$ cat src/hdl/rop_pkg.sv
// Package for the rectangle obstacle min-gap path block.
// Holds cost constants, the controller state type and the cell control struct.
// No dependencies.
`default_nettype none
package rop_pkg;
  localparam int MAX_RECTS_DEF  = 256;
  localparam int COORD_BITS_DEF = 21;
  localparam int Y_W            = 20;
  localparam int COST_W         = 22;
  localparam logic [COST_W-1:0] COST_MAX = 22'h3FFFFE;
  localparam logic [COST_W-1:0] COST_INF = 22'h3FFFFF;

  typedef enum logic [1:0] {
    ST_IDLE,
    ST_INIT,
    ST_SCAN,
    ST_RELAX
  } rop_state_t;

  typedef struct packed {
    logic shift;
    logic init;
    logic relax;
    logic clear;
  } rop_ctl_t;
endpackage
`default_nettype wire

$ cat src/hdl/rop_cell.sv
// One chain cell: holds a rectangle, its path cost and done bit, and one
// stage of the minimum scan. Depends on rop_pkg.
`default_nettype none
module rop_cell import rop_pkg::*; #(
  parameter int CW  = COORD_BITS_DEF,
  parameter int IW  = 8,
  parameter int IDX = 0
) (
  input  wire logic              clk,
  input  wire logic              rst,
  input  wire rop_ctl_t          ctl,
  input  wire logic [Y_W-1:0]    cw,
  input  wire logic [COST_W-1:0] cur_cost,
  input  wire logic [IW-1:0]     cur_idx,
  input  wire logic [CW-1:0]     cur_lx,
  input  wire logic [Y_W-1:0]    cur_by,
  input  wire logic [CW-1:0]     cur_rx,
  input  wire logic [Y_W-1:0]    cur_ty,
  input  wire logic              sh_valid_in,
  input  wire logic [CW-1:0]     sh_lx_in,
  input  wire logic [Y_W-1:0]    sh_by_in,
  input  wire logic [CW-1:0]     sh_rx_in,
  input  wire logic [Y_W-1:0]    sh_ty_in,
  output logic                   sh_valid_out,
  output logic [CW-1:0]          sh_lx_out,
  output logic [Y_W-1:0]         sh_by_out,
  output logic [CW-1:0]          sh_rx_out,
  output logic [Y_W-1:0]         sh_ty_out,
  input  wire logic              sc_hit_in,
  input  wire logic [COST_W-1:0] sc_cost_in,
  input  wire logic [IW-1:0]     sc_idx_in,
  input  wire logic [CW-1:0]     sc_lx_in,
  input  wire logic [Y_W-1:0]    sc_by_in,
  input  wire logic [CW-1:0]     sc_rx_in,
  input  wire logic [Y_W-1:0]    sc_ty_in,
  output logic                   sc_hit_out,
  output logic [COST_W-1:0]      sc_cost_out,
  output logic [IW-1:0]          sc_idx_out,
  output logic [CW-1:0]          sc_lx_out,
  output logic [Y_W-1:0]         sc_by_out,
  output logic [CW-1:0]          sc_rx_out,
  output logic [Y_W-1:0]         sc_ty_out
);
  localparam int GW = (CW + 1 > Y_W + 1) ? CW + 1 : Y_W + 1;
  localparam int SW = ((GW > COST_W) ? GW : COST_W) + 1;

  logic              valid;
  logic [CW-1:0]     lx;
  logic [Y_W-1:0]    by;
  logic [CW-1:0]     rx;
  logic [Y_W-1:0]    ty;
  logic [COST_W-1:0] cost;
  logic              done;

  logic signed [CW:0]  dx1, dx2;
  logic signed [Y_W:0] dy1, dy2, dtop;
  logic [GW-1:0]       g1, g2, g3, g4, gmax;
  logic [SW-1:0]       sum;
  logic [COST_W-1:0]   relax_cost;
  logic [COST_W-1:0]   init_cost;
  logic                cand;
  logic                take_in;

  assign dx1  = $signed({lx[CW-1], lx}) - $signed({cur_rx[CW-1], cur_rx});
  assign dx2  = $signed({cur_lx[CW-1], cur_lx}) - $signed({rx[CW-1], rx});
  assign dy1  = $signed({1'b0, by}) - $signed({1'b0, cur_ty});
  assign dy2  = $signed({1'b0, cur_by}) - $signed({1'b0, ty});
  assign dtop = $signed({1'b0, cw}) - $signed({1'b0, ty});

  always_comb begin
    g1 = dx1[CW] ? '0 : GW'($unsigned(dx1));
    g2 = dx2[CW] ? '0 : GW'($unsigned(dx2));
    g3 = dy1[Y_W] ? '0 : GW'($unsigned(dy1));
    g4 = dy2[Y_W] ? '0 : GW'($unsigned(dy2));
    gmax = g1;
    if (g2 > gmax) gmax = g2;
    if (g3 > gmax) gmax = g3;
    if (g4 > gmax) gmax = g4;
    sum = SW'(cur_cost) + SW'(gmax);
    relax_cost = (sum > SW'(COST_MAX)) ? COST_MAX : sum[COST_W-1:0];
    init_cost = dtop[Y_W] ? '0 : COST_W'($unsigned(dtop[Y_W-1:0]));
  end

  assign cand    = valid && !done;
  assign take_in = sc_hit_in && (!cand || sc_cost_in <= cost);

  always_ff @(posedge clk) begin
    if (rst) begin
      valid <= 1'b0;
    end else if (ctl.clear) begin
      valid <= 1'b0;
    end else if (ctl.shift) begin
      valid <= sh_valid_in;
    end
  end

  always_ff @(posedge clk) begin
    if (ctl.shift) begin
      lx <= sh_lx_in;
      by <= sh_by_in;
      rx <= sh_rx_in;
      ty <= sh_ty_in;
    end
  end

  always_ff @(posedge clk) begin
    if (ctl.init) begin
      cost <= init_cost;
      done <= 1'b0;
    end else if (ctl.relax) begin
      if (cur_idx == IW'(IDX)) begin
        done <= 1'b1;
      end else if (cand && relax_cost < cost) begin
        cost <= relax_cost;
      end
    end
  end

  always_ff @(posedge clk) begin
    if (take_in) begin
      sc_hit_out  <= 1'b1;
      sc_cost_out <= sc_cost_in;
      sc_idx_out  <= sc_idx_in;
      sc_lx_out   <= sc_lx_in;
      sc_by_out   <= sc_by_in;
      sc_rx_out   <= sc_rx_in;
      sc_ty_out   <= sc_ty_in;
    end else begin
      sc_hit_out  <= cand;
      sc_cost_out <= cost;
      sc_idx_out  <= IW'(IDX);
      sc_lx_out   <= lx;
      sc_by_out   <= by;
      sc_rx_out   <= rx;
      sc_ty_out   <= ty;
    end
  end

  assign sh_valid_out = valid;
  assign sh_lx_out    = lx;
  assign sh_by_out    = by;
  assign sh_rx_out    = rx;
  assign sh_ty_out    = ty;
endmodule
`default_nettype wire

$ cat config.mk
export PLATFORM = sky130hd
export DESIGN_NAME = rop_cell
export DESIGN_NICKNAME = d
export VERILOG_FILES = /design/src/hdl/rop_pkg.sv /design/src/hdl/rop_cell.sv
export SDC_FILE = /design/constraint.sdc
export NUM_CORES = 1
export LEC_CHECK = 0
export ABC_AREA = 1
export BUFFER_PORTS_ARGS = -buffer_cell sky130_fd_sc_hd__buf_2
export CORE_AREA = 2 2 204 206
export CTS_BUF_LIST = sky130_fd_sc_hd__clkbuf_16
export DETAILED_ROUTE_END_ITERATION = 8
export DIE_AREA = 0 0 206 208
export PLACE_DENSITY = 0.68
export SLEW_MARGIN = 10
export SYNTH_ARGS = -nofsm -noshare
export SYNTH_HDL_FRONTEND = slang
export SYNTH_SLANG_ARGS = --single-unit
$ cat constraint.sdc
create_clock -name clk -period 12.6 [get_ports clk]
set_input_delay 0.63 -clock clk [delete_from_list [all_inputs] [get_ports clk]]
set_output_delay 0.63 -clock clk [all_outputs]
set_load 0.05 [all_outputs]
==> results.ini <==
[outcome]
status=complete, no violations

[global_route]
grt_use_total_pct=27.7
grt_pass1_wl_mm=95.0
antenna_found_initial=3
grt_pass1_vias=18300
grt-ovfl-total=0
grt_max_degree=105

[setup_path]
path_class=reg2reg
required_ns=12.86
start_kind=flop
cp-startpoint=sh_rx_out[0]$_DFFE_PP_
arrival_ns=11.91
crit_path_max_incr_delay_ns=0.48
reg2reg_to=cost[12]$_DFFE_PP_
critical_path.slowest_cell=edfxtp_1
crit_end=cost[12]$_DFFE_PP_
cp_max_fo=30
worstRegToRegCells=66
regToRegSetupSlack_ns=0.95
crit_path_frequent_cell=nand2_1
worst_setup_path_end_kind=flop
r2r_start=sh_rx_out[0]$_DFFE_PP_

[place]
dp_slack_ns=-0.117
place_area_sq_um=21100
gp_congestion=0.959
post-place-cells=3543
hpwl_mm=51.6
port_buffers=529

[synthesis]
synth-seq-area-share_pct=30.1
ys_ff_latch=219
syn_area_per_cell_sq_um=7.11
synth.most_common_cell=nand2_1
synth-edff-count=104
ys_warn_count=0
synthTopCellsByCount=734 x nand2_1, 341 x inv_1, 233 x nand3_1
synth_nets=3104
synth_top_area_share_pct=17.3
synthArstFlopShare_pct=0
ys.flop_type=dfxtp_1
synth_area_leaders=edfxtp_1 17%, ha_1 16%, nand2_1 15%
yosysUniqueCellTypes=55
synth_top_area_cell=edfxtp_1
syn_inst=2537
syn_area_sq_um=18000

[timing]
fin_skew_ns=0.00937
finalCriticalPeriod_ns=11.65
fin_ws_ns=0.949
max_slew_margin_pct=19.6
post-route-period-util_pct=92.5
maxSlewViolCount=0
hold_viol_final=0
tightest_slew_ns=1.21
fmax_mhz=85.8
rsz0062_at_grt=false
setup_viol=0

[cts]
clk_pin_slew_ns=0.06
cts_buffer_depth=3
cts_root_buffer=clkbuf_16
cts_sinks=219
insertion_delay_ns=0.57
numCtsBuffers=26
htree_levels=1
cts_tree=built
cts_hold_repair.buffers=0

[final_layout]
fillers=4053
final_core_util_pct=54.4
area_growth_pct=22.3
layout.cells.non_filler=3597
finalNetCount=3610
fin_area_sq_um=22100
drive_above_1_share_pct=22.1

[route]
antenna_left=0
wire_per_inst_um=17.2
first_pass_iters=8
drt_wl_total_mm=61.8
vias=18900
drt-initial-drc-count=1223
drc_errors=0
via_per_inst=5.24

[power]
power.density_nw_per_um2=265
p_leak_nw=12.2
max-vdd-ir-drop_mv=0.150

[flow_run]
max_cap_viol_count=0

[floorplanning]
core-area_sq_um=40600
die_w_um=206
core.rowCount=74
ioPinCount=530
initial_utilization_pct=44.5
die_area_sq_um=42800
chipHeight_um=208

[min_path]
hold_path_class=in2reg
hp-start=sh_by_in[3]

stage by stage:
step	total power, mW	setup TNS, ns	hold WS [ns]
after floorplan	3.93	0	0.435
after global placement	4.94	0	0.447
after detailed placement	5.01	-2.19	0.453
after CTS	5.76	0	0.205
after global routing	6.41	0	0.218
final	5.84	0	0.233
area by class of cell:
type	instances	area (sq um)	area share, %
tap	532	666	3.02
inverter	350	1320	5.97
clock inverter	22	181	0.822
multi-input combinational	1907	11100	50.2
antenna	2	5.00	0.0227
clock buffer	26	651	2.95
timing repair buffer	539	2740	12.4
sequential	219	5430	24.6
worst min path at each step:
stage | end | slack (ns) | depth (start not counted)
floorplan | done$_SDFFE_PP0P_ | 0.44 | 2
global placement | done$_SDFFE_PP0P_ | 0.45 | 2
detailed placement | sc_cost_out[19]$_DFF_P_ | 0.45 | 2
CTS | sh_valid_out$_SDFFE_PP0P_ | 0.20 | 2
global route | sh_by_out[1]$_DFFE_PP_ | 0.22 | 1
finish | sh_by_out[3]$_DFFE_PP_ | 0.23 | 1
cell usage in the layout, fill, tap and decap left out, types with 11 or more instances in the layout:
| cell type | Yosys | final |
|---|---|---|
| a211oi_1 | 11 | 11 |
| a21oi_1 | 165 | 163 |
| buf_2 | 16 | 527 |
| clkbuf_16 | 0 | 26 |
| dfxtp_1 | 115 | 115 |
| edfxtp_1 | 104 | 104 |
| ha_1 | 227 | 226 |
| inv_1 | 341 | 345 |
| nand2_1 | 734 | 731 |
| nand2_2 | 18 | 19 |
| nand3_1 | 233 | 233 |
| nand4_1 | 65 | 65 |
| nor2_1 | 127 | 126 |
| nor3_1 | 25 | 25 |
| o21ai_0 | 67 | 67 |
| o21ai_1 | 22 | 22 |
| or2_2 | 29 | 29 |
| xnor2_1 | 29 | 29 |
| xor2_1 | 29 | 29 |
power by group:
group	total, mW	internal [mW]	switching [mW]
Clock	0.739	0.419	0.320
Combinational	4.16	1.34	2.82
Sequential	0.945	0.889	0.0561
Total	5.84	2.65	3.19
routing by layer:
metal	GRT usage, %	share of wire (%)
met1	33.6	41
met5	0	0.018
met4	8.23	2.9
met2	50.3	50
met3	3.71	6.1
state kept, by name, summed over array words and instances, names as in the netlist, 21 cells and up:
signal / cells
cost: 22
sc_cost_out: 22
sc_lx_out: 21
sc_rx_out: 21
sh_lx_out: 21
sh_rx_out: 21
critical path: cells and delay by family (launching register included):
kind / cells / cell delay (ns)
DFF: 1 / 0.48
AOI/OAI and AO/OA: 11 / 2.21
and+or+nand+nor: 40 / 5.19
buffers and inverters: 8 / 1.24
adders and majority gates: 7 / 2.20
cell families (layout without fill, tap and decap cells):
family / Yosys count / after routing / share of synthesized area [%]
AND/OR/NAND/NOR: 1276 / 1278 / 31.0
XOR/XNOR: 58 / 58 / 2.82
adder cells (fa/ha/maj): 233 / 233 / 16.4
multiplexers: 1 / 1 / 0.0555
flip-flops: 219 / 219 / 30.1
AO/OA/AOI/OAI: 337 / 337 / 10.6
buffers and inverters: 413 / 937 / 9.11
other: 0 / 2 / 0
timing repair:
item,in CTS,in global routing
endpoints found under the setup margin,0,22
buffers inserted,0,2
resized for setup,0,18
Power figures use the tool's default switching activity.
